<file path="config.mk">
export PLATFORM = sky130hd
export DESIGN_NAME = hbs_queue
export DESIGN_NICKNAME = d
export VERILOG_FILES = /design/src/hdl/hbs_pkg.sv /design/src/hdl/hbs_queue.sv
export SDC_FILE = /design/constraint.sdc
export NUM_CORES = 1
export LEC_CHECK = 0
export BUFFER_PORTS_ARGS = -buffer_cell sky130_fd_sc_hd__buf_2
export CAP_MARGIN = 20
export CORE_ASPECT_RATIO = 0.75
export CORE_MARGIN = 10
export CORE_UTILIZATION = 35
export DETAILED_ROUTE_END_ITERATION = 10
export PLACE_DENSITY_LB_ADDON = 0.3
export SETUP_SLACK_MARGIN = 0.4
export SYNTH_ARGS = -nofsm -noshare
export SYNTH_HDL_FRONTEND = slang
export SYNTH_SLANG_ARGS = --single-unit
</file>
<file path="constraint.sdc">
create_clock -name clock -period 6.5 [get_ports clock]
set_input_delay 1.625 -clock clock [delete_from_list [all_inputs] [get_ports clock]]
set_output_delay 1.625 -clock clock [all_outputs]
set_load 0.02 [all_outputs]
</file>
<file path="src/hdl/hbs_pkg.sv">
// Shared constants, codes and types of the heightmap bilinear sampler.
package hbs_pkg;

   localparam int MAX_DIM     = 256;
   localparam int FRAC_BITS   = 16;
   localparam int DATA_BITS   = 32;
   localparam int IDX_BITS    = $clog2(MAX_DIM);
   localparam int DIM_BITS    = $clog2(MAX_DIM + 1);
   localparam int ADDR_BITS   = 2 * IDX_BITS;
   localparam int STORE_DEPTH = MAX_DIM * MAX_DIM;
   localparam int MUL_BITS    = 2 * DATA_BITS;
   localparam int CELL_BITS   = MUL_BITS - 2 * FRAC_BITS;
   localparam int LERP_BITS   = DATA_BITS + FRAC_BITS + 2;
   localparam int QUEUE_DEPTH = 4;
   localparam int QPTR_BITS   = $clog2(QUEUE_DEPTH);
   localparam int QCNT_BITS   = $clog2(QUEUE_DEPTH + 1);

   localparam logic [1:0] OP_WRITE_CELL = 2'd0;
   localparam logic [1:0] OP_READ_CELL  = 2'd1;
   localparam logic [1:0] OP_WRITE_POS  = 2'd2;
   localparam logic [1:0] OP_SAMPLE     = 2'd3;

   typedef struct packed {
      logic [DATA_BITS-1:0] origin_x;
      logic [DATA_BITS-1:0] origin_z;
      logic [DATA_BITS-1:0] cpu_x;
      logic [DATA_BITS-1:0] cpu_z;
      logic [DIM_BITS-1:0]  width;
      logic [DIM_BITS-1:0]  height;
   } cfg_type;

   typedef struct packed {
      logic [1:0]           opcode;
      logic                 ok;
      logic [IDX_BITS-1:0]  col;
      logic [IDX_BITS-1:0]  row;
      logic [FRAC_BITS-1:0] tx;
      logic [FRAC_BITS-1:0] tz;
      logic [DATA_BITS-1:0] value;
   } entry_type;

   typedef struct packed {
      logic [QCNT_BITS-1:0] count;
      logic                 empty;
   } qstat_type;

endpackage

</file>
<file path="src/hdl/hbs_queue.sv">
// Short queue of classified commands between the front end and the back end.
module hbs_queue import hbs_pkg::*; (
   input  logic      clock,
   input  logic      reset,
   input  logic      push,
   input  entry_type push_entry,
   input  logic      pop,
   output entry_type head,
   output qstat_type qstat
);

   entry_type            slot_ff [QUEUE_DEPTH];
   logic [QPTR_BITS-1:0] wr_ptr_ff, wr_ptr_in;
   logic [QPTR_BITS-1:0] rd_ptr_ff, rd_ptr_in;
   logic [QCNT_BITS-1:0] count_ff, count_in;

   always_comb begin
      wr_ptr_in = push ? wr_ptr_ff + QPTR_BITS'(1) : wr_ptr_ff;
      rd_ptr_in = pop ? rd_ptr_ff + QPTR_BITS'(1) : rd_ptr_ff;
      count_in  = count_ff + QCNT_BITS'(push) - QCNT_BITS'(pop);
   end

   always_ff @(posedge clock) begin
      if (reset) begin
         wr_ptr_ff <= '0;
         rd_ptr_ff <= '0;
         count_ff  <= '0;
      end else begin
         wr_ptr_ff <= wr_ptr_in;
         rd_ptr_ff <= rd_ptr_in;
         count_ff  <= count_in;
      end
   end

   always_ff @(posedge clock) begin
      if (push) begin
         slot_ff[wr_ptr_ff] <= push_entry;
      end
   end

   assign head        = slot_ff[rd_ptr_ff];
   assign qstat.count = count_ff;
   assign qstat.empty = (count_ff == '0);

endmodule

</file>
* Word-level counts from Yosys, hierarchy flattened *
Memories as Yosys holds them, arrays and structs flattened. A register that Yosys moved wholly into a read port is not among the register bits.
Index checks and enable logic that the tools add are counted.

cells by class
  add/sub/neg operators = 4
  mux-type cells = 4
  reduce and logical (&&, ||, !) cells = 1

operator list
  cell                   count
  $add A2 B1 Y2 const B  2
  $mux W2                2
  $add A3 B1 Y3          1
  $logic_not A3 Y1       1
  $sub A3 B1 Y3          1
  $mux W1                2

word-level totals
  bits in registers = 7
  RAM bits = 332
  bits of input ports = 87
  output and inout port bits = 87
  word-level logic and storage cells = 13
  memories = 1

memory list
  name     words  width  rd ports  clocked after memory_dff  wr ports  line             RTL
  slot_ff  4      83     1         1                         1         hbs_queue.sv:12  entry_type slot_ff [QUEUE_DEPTH];

* Logic depth before layout (Yosys ltp) *
Gate-level depths: netlist of the first run.

  depth after elaboration = 3
  gate-level depth with buffers = 7
  gate-level depth less buffers = 7

* Worst setup path after synthesis of the first run *
Ideal clock, no wire load.

  path kind = input to register
  start = input port push
  end = memory slot_ff[0][0] (netlist bit), enable pin
  setup time = 0.450 ns
  data arrival time = 3.555 ns
  data required time = 6.050 ns
  slack = 2.495 ns
  stages on the path = 1
  buffers on the path = 0
  cells stage by stage = and2_1

between the ends
  cells in the longest elaborated chain, start to end = 2

ends and longest elaborated chain
  element                        line             RTL
  start, declared                hbs_queue.sv:5   input logic push,
  $mux W1                        hbs_queue.sv:36  if (push) begin
  $mux W1 (implied by the code)  hbs_queue.sv:37  slot_ff[wr_ptr_ff] <= push_entry;
  end, declared                  hbs_queue.sv:12

No other way between the ends.

==> impl_results.html, run 1 <==
<table>
<tr><th>Metric</th><th>Value</th></tr>
<tr><th colspan="2">Layout</th></tr>
<tr><td>Ant diodes</td><td>0</td></tr>
<tr><td>Fraction of layout cells with a size suffix above 1</td><td>45.42%</td></tr>
<tr><td>Number of cells in the finished layout apart from fillers</td><td>1,155</td></tr>
<tr><td>Area growth from synthesis to layout</td><td>20.73%</td></tr>
<tr><td>Final net count</td><td>766</td></tr>
<tr><th colspan="2">Worst setup path</th></tr>
<tr><td>Worst flop-to-flop path startpoint</td><td>wr_ptr_ff[0]$_SDFFE_PP0P_</td></tr>
<tr><td>Startpoint Class</td><td>flip-flop</td></tr>
<tr><td>Category of the most critical setup path</td><td>reg -&gt; out</td></tr>
<tr><td>Type of element capturing the critical path</td><td>output pin</td></tr>
<tr><td>Worst path arrival time</td><td>2.65 ns</td></tr>
<tr><td>Register-to-register setup slack</td><td>4.22 ns</td></tr>
<tr><td>Logic depth of the worst register-to-register path</td><td>3</td></tr>
<tr><td>Crit path required time</td><td>4.88 ns</td></tr>
<tr><td>Top fanout value on the critical path</td><td>48</td></tr>
<tr><th colspan="2">Synth</th></tr>
<tr><td>Post-synthesis net count</td><td>568</td></tr>
<tr><td>Post-synthesis sequential area ratio</td><td>81.78%</td></tr>
<tr><td>Mux share of post-synthesis cell area</td><td>15.14%</td></tr>
<tr><td>Adder-Cell Fraction of Synth Area</td><td>0.7662%</td></tr>
<tr><td>Mean cell area of the mapped netlist</td><td>26.18 um^2</td></tr>
<tr><td>Number of register bits inferred by synthesis</td><td>341</td></tr>
<tr><td>Portion of synthesized cell area occupied by the leading cell type</td><td>80.33%</td></tr>
<tr><td>Number of standard cells after synthesis</td><td>474</td></tr>
<tr><td>YS warnings</td><td>0</td></tr>
<tr><td>Fraction of the mapped netlist area in simple logic gates</td><td>0.5545%</td></tr>
<tr><td>Dominant cell type by area after synthesis</td><td>edfxtp_1</td></tr>
<tr><td>Dominant combinational cell family by area after synthesis</td><td>multiplexers</td></tr>
<tr><td>Number of unique standard cell types used by synthesis</td><td>19</td></tr>
<tr><td>Cell types occupying the most area after synthesis</td><td>edfxtp_1, mux4_2, dfxtp_1</td></tr>
<tr><td>Xor/xnor cell area share of the yosys netlist</td><td>0.3327%</td></tr>
<tr><td>Synth Cell Area</td><td>0.01241 mm^2</td></tr>
<tr><td>Share of the synthesized area in compound gates (AO/OA/AOI/OAI)</td><td>0.1210%</td></tr>
<tr><th colspan="2">Timing</th></tr>
<tr><td>Post-Route Setup TNS</td><td>0 ns</td></tr>
<tr><td>Min setup slack post-route</td><td>2.227 ns</td></tr>
<tr><td>Final Max Slew Viols</td><td>0</td></tr>
<tr><td>Hold slack</td><td>0.5356 ns</td></tr>
<tr><td>Final-report setup violation count</td><td>0</td></tr>
<tr><td>Part of the cycle the worst path needs</td><td>65.74%</td></tr>
<tr><td>Final hold violations</td><td>0</td></tr>
<tr><td>Highest clock frequency the design can meet</td><td>234.0 MHz</td></tr>
<tr><td>Max transition margin</td><td>47.15%</td></tr>
<tr><td>Min cycle time layout</td><td>4.273 ns</td></tr>
<tr><td>Slew @ Worst Pin</td><td>0.7927 ns</td></tr>
<tr><td>RSZ-0062 raised after global routing</td><td>no</td></tr>
<tr><td>Skew final</td><td>0.01188 ns</td></tr>
<tr><th colspan="2">Clock network</th></tr>
<tr><td>Deepest clock path buffer count</td><td>3</td></tr>
<tr><td>H-tree depth</td><td>2</td></tr>
<tr><td>Clk slew on worst S/H paths</td><td>0.06 ns</td></tr>
<tr><td>Post-cts sizing count</td><td>0</td></tr>
<tr><td>Total setup buffers inserted after CTS</td><td>0</td></tr>
<tr><td>CTS tree</td><td>done</td></tr>
<tr><td>Number of buffers added to fix hold violations after cts</td><td>0</td></tr>
<tr><td>TritonCTS sink count</td><td>341</td></tr>
<tr><td>Later-pin clock latency in the skew report</td><td>0.52 ns</td></tr>
<tr><td>Total clock buffers created by CTS</td><td>35</td></tr>
<tr><td>Root Driver</td><td>clkbuf_16</td></tr>
<tr><th colspan="2">Place</th></tr>
<tr><td>Estimated wirelength of the detail-placed design</td><td>15.90 mm</td></tr>
<tr><td>Routability congestion estimate from global placement</td><td>0.6838</td></tr>
<tr><td>PortBufs</td><td>173</td></tr>
<tr><td>Number of cells after detailed placement</td><td>1,092</td></tr>
<tr><td>Post-Place Setup Slack</td><td>2.679 ns</td></tr>
<tr><th colspan="2">Detailed routing</th></tr>
<tr><td>Final routed DRC violation total</td><td>0</td></tr>
<tr><td>Detailed-route wire length per cell</td><td>22.52 um</td></tr>
<tr><td>Avg Vias per Cell</td><td>4.861</td></tr>
<tr><td>Total via count in the routed design</td><td>5,614</td></tr>
<tr><td>Pre-antenna DRT Iters</td><td>5</td></tr>
<tr><td>Count of antenna-violating nets left after detailed routing</td><td>0</td></tr>
<tr><td>First-iteration detailed-routing DRC count</td><td>391</td></tr>
<tr><td>Routed Wire Length</td><td>26.01 mm</td></tr>
<tr><th colspan="2">Global route</th></tr>
<tr><td>Total global routing overflow</td><td>0</td></tr>
<tr><td>All-Layer GR Usage</td><td>11.90%</td></tr>
<tr><td>Global-route wire length before repair</td><td>39.04 mm</td></tr>
<tr><td>Largest net degree at the start of global routing</td><td>50</td></tr>
<tr><td>Initial antenna violation count</td><td>7</td></tr>
<tr><td>Vias in the first global route</td><td>6,333</td></tr>
<tr><th colspan="2">Min path</th></tr>
<tr><td>Number of cells on the worst hold path</td><td>2</td></tr>
<tr><td>Tightest Hold Check Type</td><td>reg -&gt; reg</td></tr>
<tr><td>Hold Crit Start</td><td>rd_ptr_ff[0]$_SDFFE_PP0P_</td></tr>
<tr><th colspan="2">Die</th></tr>
<tr><td>Die H</td><td>183.1 um</td></tr>
<tr><td>Starting density of the core</td><td>35.62%</td></tr>
<tr><td>Number of top-level design ports</td><td>174</td></tr>
<tr><td>Number of core rows</td><td>59</td></tr>
<tr><td>Die ar.</td><td>0.04347 mm^2</td></tr>
<tr><td>Die boundary width</td><td>237.4 um</td></tr>
<tr><td>Core region area</td><td>0.03484 mm^2</td></tr>
<tr><th colspan="2">Power and ir drop</th></tr>
<tr><td>Standby leakage power</td><td>0.005013 uW</td></tr>
<tr><td>Worst ir drop on vdd</td><td>0.0002004 V</td></tr>
<tr><td>PD cells</td><td>344.3 mW/mm^2</td></tr>
<tr><th colspan="2">Flow run</th></tr>
<tr><td>Max_cap viols</td><td>0</td></tr>
<tr><th colspan="2">Run status</th></tr>
<tr><td>Outcome</td><td>completed</td></tr>
</table>
==> critical path, cell delays in order, from the launching register on <==
cell and delay [ns]:
dfxtp_4 0.87, buf_12 0.44, mux4_2 0.60, buf_2 0.19
==> path summary, 6_finish.rpt <==
check                              to
max                          head[16]
max reg2reg  slot_ff[1][66]$_DFFE_PP_
min reg2reg                 flip-flop
min                         flip-flop
==> power breakdown <==
group	internal, uW	switching, uW
Sequential	2530	49.1
Combinational	212	302
Clock	1280	785
==> layout by cell type (no fill, tap or decap), types with 2 or more instances in the layout <==
cell type / instances
inv_1: 6
inv_6: 2
edfxtp_1: 332
dfxtp_1: 7
mux4_2: 83
buf_2: 173
and2_4: 4
clkbuf_1: 9
bufinv_16: 6
buf_4: 5
clkbuf_16: 37
dfxtp_4: 2
nor2b_1: 2
clkinv_1: 6
xnor2_1: 2
nor2_1: 5
clkinv_2: 2
ha_1: 6
==> layout make-up <==
cell class              count  area (um^2)
well taps                 457        571.8
flip-flops and latches    341        10160
inverters                   6        22.52
clock buffers              46        959.7
repair buffers            179        923.4
fillers                  3009        19860
clock inverters            17        239.0
multi-input cells         109         2110
==> state kept, by name, indices dropped and copies added, names as in the netlist, named ones only <==
name,cells
slot_ff,332
rd_ptr_ff,2
count_ff,3
wr_ptr_ff,2
==> metal layers <==
| metal | vias up | routed length (um) | global-route usage (%) |
|---|---|---|---|
| met5 | - | 58 | 0 |
| met4 | 8 | 453 | 3.351 |
| met3 | 50 | 1785 | 4.134 |
| met2 | 177 | 12740 | 19.53 |
| met1 | 2945 | 10970 | 14.75 |
| li1 | 2434 | - | - |
==> stage by stage <==
step           utilization [%]  power, uW  area (um^2)
5_1_grt                  43.00       5371        14980
4_1_cts                  43.00       5249        14980
2_1_floorplan                -       2949        12410
6_report                 43.00       5158        14980
3_5_place_dp             39.56       3155        13780
3_3_place_gp             39.56       3134        13780
==> Yosys cell counts <==
master,number
a21bo_2,1
a21oi_1,1
and2_1,4
buf_2,9
buf_6,8
clkbuf_1,1
dfxtp_1,9
edfxtp_1,332
fa_1,1
ha_1,6
inv_1,6
mux2i_1,1
mux4_2,83
nand3b_1,1
nor2_1,5
nor2b_1,2
nor3_1,1
xnor2_1,2
xor3_1,1
==> cell families (layout without fill, tap and decap cells) <==
| logic type | Yosys count | count (layout) |
|---|---|---|
| and+or+nand+nor | 13 | 13 |
| AOI/OAI and AO/OA | 2 | 2 |
| buffers and inverters | 24 | 248 |
| xor gates and xnor gates | 3 | 3 |
| adders and majority gates | 7 | 7 |
| DFF | 341 | 341 |
| muxes | 84 | 84 |
Note: power is estimated with default switching activity, not from simulation.
==> run 2: changes to the inputs <==
--- a/config.mk
+++ b/config.mk
@@ -5,6 +5,7 @@
 export SDC_FILE = /design/constraint.sdc
 export NUM_CORES = 1
 export LEC_CHECK = 0
+export ABC_AREA = 1
 export BUFFER_PORTS_ARGS = -buffer_cell sky130_fd_sc_hd__buf_2
 export CAP_MARGIN = 20
 export CORE_ASPECT_RATIO = 0.75
==> constraint.sdc (replaced) <==
create_clock -name clock -period 4 [get_ports clock]
set_input_delay 1 -clock clock [delete_from_list [all_inputs] [get_ports clock]]
set_output_delay 1 -clock clock [all_outputs]
set_load 0.02 [all_outputs]
==> run 2 against run 1 <==
  * Final area grew 6.3%
  * First-iteration DRC count grew 10%
  * Clock skew shrank 0.0055 ns
  * Sequential share of layout area shrank 4.0 points
  * Count of clock-buffer cells in the layout shrank 2
  * Register-to-register slack lost 2.1 ns
  * Worst hold slack lost 0.084 ns
  * Core utilization shrank 1.3 points
  * Flip-flop and latch count is the same
  * Highest routed layer unchanged
==> impl_results.html, run 2 <==
<table>
<tr><th>Metric</th><th>Value</th></tr>
<tr><th colspan="2">Run status</th></tr>
<tr><td>Outcome</td><td>completed</td></tr>
<tr><th colspan="2">Synth</th></tr>
<tr><td>Post-synth EDFFs</td><td>332</td></tr>
<tr><td>Post-synthesis net count</td><td>1,117</td></tr>
<tr><td>Dominant cell type by area after synthesis</td><td>edfxtp_1</td></tr>
<tr><td>YS warnings</td><td>0</td></tr>
<tr><td>Fraction of the mapped netlist area in simple logic gates</td><td>4.994%</td></tr>
<tr><td>Cell types occupying the most area after synthesis</td><td>edfxtp_1, inv_1, nand2_1</td></tr>
<tr><td>Synth Cell Area</td><td>0.01350 mm^2</td></tr>
<tr><td>Number of standard cells after synthesis</td><td>1,023</td></tr>
<tr><td>Xor/xnor cell area share of the yosys netlist</td><td>0%</td></tr>
<tr><td>Share of the synthesized area in compound gates (AO/OA/AOI/OAI)</td><td>11.14%</td></tr>
<tr><td>Adder-Cell Fraction of Synth Area</td><td>0.7042%</td></tr>
<tr><td>Number of unique standard cell types used by synthesis</td><td>18</td></tr>
<tr><td>Most frequent cell after synthesis</td><td>edfxtp_1</td></tr>
<tr><td>Dominant combinational cell family by area after synthesis</td><td>compound AO/OA/AOI/OAI gates</td></tr>
<tr><td>Fraction of synthesis flops using an asynchronous set or reset pin</td><td>0%</td></tr>
<tr><td>Top FF cell, synth</td><td>edfxtp_1</td></tr>
<tr><td>Post-synthesis sequential area ratio</td><td>75.17%</td></tr>
<tr><td>Number of register bits inferred by synthesis</td><td>341</td></tr>
<tr><td>Cell types with the highest counts after synthesis</td><td>edfxtp_1, inv_1, nand2_1</td></tr>
<tr><td>Portion of synthesized cell area occupied by the leading cell type</td><td>73.83%</td></tr>
<tr><td>Mean cell area of the mapped netlist</td><td>13.20 um^2</td></tr>
<tr><td>Mux share of post-synthesis cell area</td><td>0%</td></tr>
<tr><th colspan="2">Timing</th></tr>
<tr><td>Final hold violations</td><td>0</td></tr>
<tr><td>Min cycle time layout</td><td>3.155 ns</td></tr>
<tr><td>Post-Route Setup TNS</td><td>0 ns</td></tr>
<tr><td>RSZ-0062 raised after global routing</td><td>no</td></tr>
<tr><td>Highest clock frequency the design can meet</td><td>317.0 MHz</td></tr>
<tr><td>Max transition margin</td><td>59.89%</td></tr>
<tr><td>Final-report setup violation count</td><td>0</td></tr>
<tr><td>Final Max Slew Viols</td><td>0</td></tr>
<tr><td>Part of the cycle the worst path needs</td><td>78.86%</td></tr>
<tr><td>Skew final</td><td>0.006427 ns</td></tr>
<tr><td>Slew @ Worst Pin</td><td>0.6016 ns</td></tr>
<tr><th colspan="2">Worst setup path</th></tr>
<tr><td>Worst path arrival time</td><td>2.15 ns</td></tr>
<tr><td>Startpoint Class</td><td>flip-flop</td></tr>
<tr><td>Crit path required time</td><td>3.00 ns</td></tr>
<tr><td>Critical Path, Cell by Cell</td><td>buf_4 &gt; nand2_1 &gt; o211ai_1 &gt; nand2_1 &gt; buf_2</td></tr>
<tr><td>Logic depth of the worst register-to-register path</td><td>5</td></tr>
<tr><td>Delay of the slowest critical-path stage</td><td>0.74 ns</td></tr>
<tr><td>Worst flop-to-flop path startpoint</td><td>wr_ptr_ff[0]$_SDFFE_PP0P_</td></tr>
<tr><td>WP buf/inv</td><td>2</td></tr>
<tr><td>Cell type group with the largest total delay on the critical path</td><td>flip-flops</td></tr>
<tr><td>Most frequent CP cell</td><td>nand2_1</td></tr>
<tr><td>Category of the most critical setup path</td><td>reg -&gt; out</td></tr>
<tr><td>Top fanout value on the critical path</td><td>55</td></tr>
<tr><td>Library cell contributing the largest single delay on the critical path</td><td>dfxtp_4</td></tr>
<tr><td>Type of element capturing the critical path</td><td>output pin</td></tr>
<tr><td>Cell count along the critical path</td><td>5</td></tr>
<tr><th colspan="2">Global route</th></tr>
<tr><td>All-Layer GR Usage</td><td>11.62%</td></tr>
<tr><td>Initial antenna violation count</td><td>1</td></tr>
<tr><td>Largest net degree at the start of global routing</td><td>85</td></tr>
<tr><td>Vias in the first global route</td><td>7,758</td></tr>
<tr><td>Global-route wire length before repair</td><td>43.31 mm</td></tr>
<tr><td>Total global routing overflow</td><td>0</td></tr>
<tr><th colspan="2">Power and ir drop</th></tr>
<tr><td>Standby leakage power</td><td>0.006142 uW</td></tr>
<tr><td>Sw frac</td><td>23.85%</td></tr>
<tr><td>Power share of the combinational group</td><td>10.3%</td></tr>
<tr><td>Register share of total power</td><td>51.2%</td></tr>
<tr><td>Worst ir drop on vdd</td><td>0.0003000 V</td></tr>
<tr><td>Net switching power of the design</td><td>1929 uW</td></tr>
<tr><td>Clock group share of total power</td><td>38.5%</td></tr>
<tr><td>Pint</td><td>6158 uW</td></tr>
<tr><td>PD cells</td><td>507.9 mW/mm^2</td></tr>
<tr><th colspan="2">Layout</th></tr>
<tr><td>Biggest register</td><td>slot_ff</td></tr>
<tr><td>Layout Utilization</td><td>41.72%</td></tr>
<tr><td>Final net count</td><td>1,288</td></tr>
<tr><td>Flip-flop count of the largest register after layout</td><td>332</td></tr>
<tr><td>Most frequent standard cell in the layout excluding fill and tap cells</td><td>edfxtp_1</td></tr>
<tr><td>Ant diodes</td><td>0</td></tr>
<tr><td>Commonest non-fill, non-tap cells in the layout</td><td>edfxtp_1, inv_1, nand2_1, buf_2, a21oi_1</td></tr>
<tr><td>Area growth from synthesis to layout</td><td>17.92%</td></tr>
<tr><td>Fraction of layout cells with a size suffix above 1</td><td>19.72%</td></tr>
<tr><td>Largest registers ranked by flip-flop count</td><td>slot_ff: 332 flops, count_ff: 3 flops</td></tr>
<tr><th colspan="2">Detailed routing</th></tr>
<tr><td>Routed Wire Length</td><td>27.47 mm</td></tr>
<tr><td>Routed length on met3</td><td>1.656 mm</td></tr>
<tr><td>Total via count in the routed design</td><td>7,765</td></tr>
<tr><td>Avg Vias per Cell</td><td>4.491</td></tr>
<tr><td>Highest layer used for signal routing</td><td>met5</td></tr>
<tr><td>DRT met1 WL</td><td>12.44 mm</td></tr>
<tr><td>Count of antenna-violating nets left after detailed routing</td><td>0</td></tr>
<tr><td>Final routed DRC violation total</td><td>0</td></tr>
<tr><td>First-iteration detailed-routing DRC count</td><td>432</td></tr>
<tr><td>Detailed-route wire length per cell</td><td>15.88 um</td></tr>
<tr><td>Total length of routed met2 wires</td><td>12.86 mm</td></tr>
<tr><td>Pre-antenna DRT Iters</td><td>5</td></tr>
<tr><th colspan="2">Clock network</th></tr>
<tr><td>H-tree depth</td><td>2</td></tr>
<tr><td>Root Driver</td><td>clkbuf_16</td></tr>
<tr><td>Number of buffers added to fix hold violations after cts</td><td>0</td></tr>
<tr><td>Total setup buffers inserted after CTS</td><td>0</td></tr>
<tr><td>CTS tree</td><td>done</td></tr>
<tr><td>TritonCTS sink count</td><td>341</td></tr>
<tr><td>Clk slew on worst S/H paths</td><td>0.06 ns</td></tr>
<tr><td>Post-cts sizing count</td><td>0</td></tr>
<tr><td>Later-pin clock latency in the skew report</td><td>0.50 ns</td></tr>
<tr><td>Total clock buffers created by CTS</td><td>37</td></tr>
<tr><td>Deepest clock path buffer count</td><td>3</td></tr>
<tr><th colspan="2">Die</th></tr>
<tr><td>Die H</td><td>190.1 um</td></tr>
<tr><td>Die ar.</td><td>0.04692 mm^2</td></tr>
<tr><td>Core region area</td><td>0.03817 mm^2</td></tr>
<tr><td>Number of core rows</td><td>62</td></tr>
<tr><td>Die boundary width</td><td>246.8 um</td></tr>
<tr><td>Starting density of the core</td><td>35.38%</td></tr>
<tr><td>Number of top-level design ports</td><td>174</td></tr>
<tr><th colspan="2">Flow run</th></tr>
<tr><td>Max_cap viols</td><td>0</td></tr>
<tr><th colspan="2">Place</th></tr>
<tr><td>Routability congestion estimate from global placement</td><td>0.7033</td></tr>
<tr><td>PortBufs</td><td>173</td></tr>
<tr><td>Estimated wirelength of the detail-placed design</td><td>16.63 mm</td></tr>
<tr><th colspan="2">Min path</th></tr>
<tr><td>Tightest Hold Check Type</td><td>reg -&gt; reg</td></tr>
<tr><td>Hold Crit Start</td><td>rd_ptr_ff[1]$_SDFFE_PP0P_</td></tr>
<tr><td>Number of cells on the worst hold path</td><td>2</td></tr>
</table>
-- run 2: cell type report --
class,count,area [um^2]
multi-input combinational,445,2273
clock buffer,44,952.2
clock inverter,18,135.1
tap,512,640.6
fill,3579,22240
sequential,341,10160
inverter,182,693.2
timing repair buffer,187,1071
-- run 2: through the flow --
step / cell area [um^2] / total power (uW) / instances / hold WS, ns / setup slack [ns]
floorplan: 13500 / 4753 / 1023 / 0.4356 / 0.9224
global placement: 14840 / 5059 / 1667 / 0.4410 / 1.342
detailed placement: 14840 / 5074 / 1667 / 0.4509 / 1.360
CTS: 15920 / 8226 / 1729 / 0.4565 / 0.7926
global route: 15920 / 8454 / 1729 / 0.4839 / 0.6466
finish: 15920 / 8087 / 1729 / 0.4515 / 0.8455
-- run 2: kinds of logic after synthesis --
kind of cell,Yosys count
fa+ha+maj,7
buf+inv,237
simple gates,179
flops,341
compound gates,259
-- run 2: per-layer routing --
metal  global-route usage (%)  vias up
met4                    3.249        2
met1                    14.80     3656
met2                    19.20      164
li1                         -     3897
met3                    3.111       46
met5                        0        -
-- run 2: power groups by stage --
stage	clock, uW	sequential, uW	combinational, uW
3_3_place_gp	0	4210	845
6_report	3110	4140	832
5_1_grt	3370	4160	931
2_1_floorplan	0	4210	542
3_5_place_dp	0	4220	854
4_1_cts	3220	4140	857
-- run 2: worst paths after layout --
check	to	slack, ns
worst min-delay path	flip-flop	0.45
worst max register to register	slot_ff[0][48]$_DFFE_PP_	2.13
worst max-delay path	head[37]	0.85
worst min register to register	flip-flop	0.45
-- run 2: worst register-to-register path, delay by kind of cell (launching register included) --
family	cells	cell delay, ns
adder cells (fa/ha/maj)	1	0.16
buffers and inverters	3	0.90
flip-flops	1	0.33
AND/OR/NAND/NOR	1	0.08
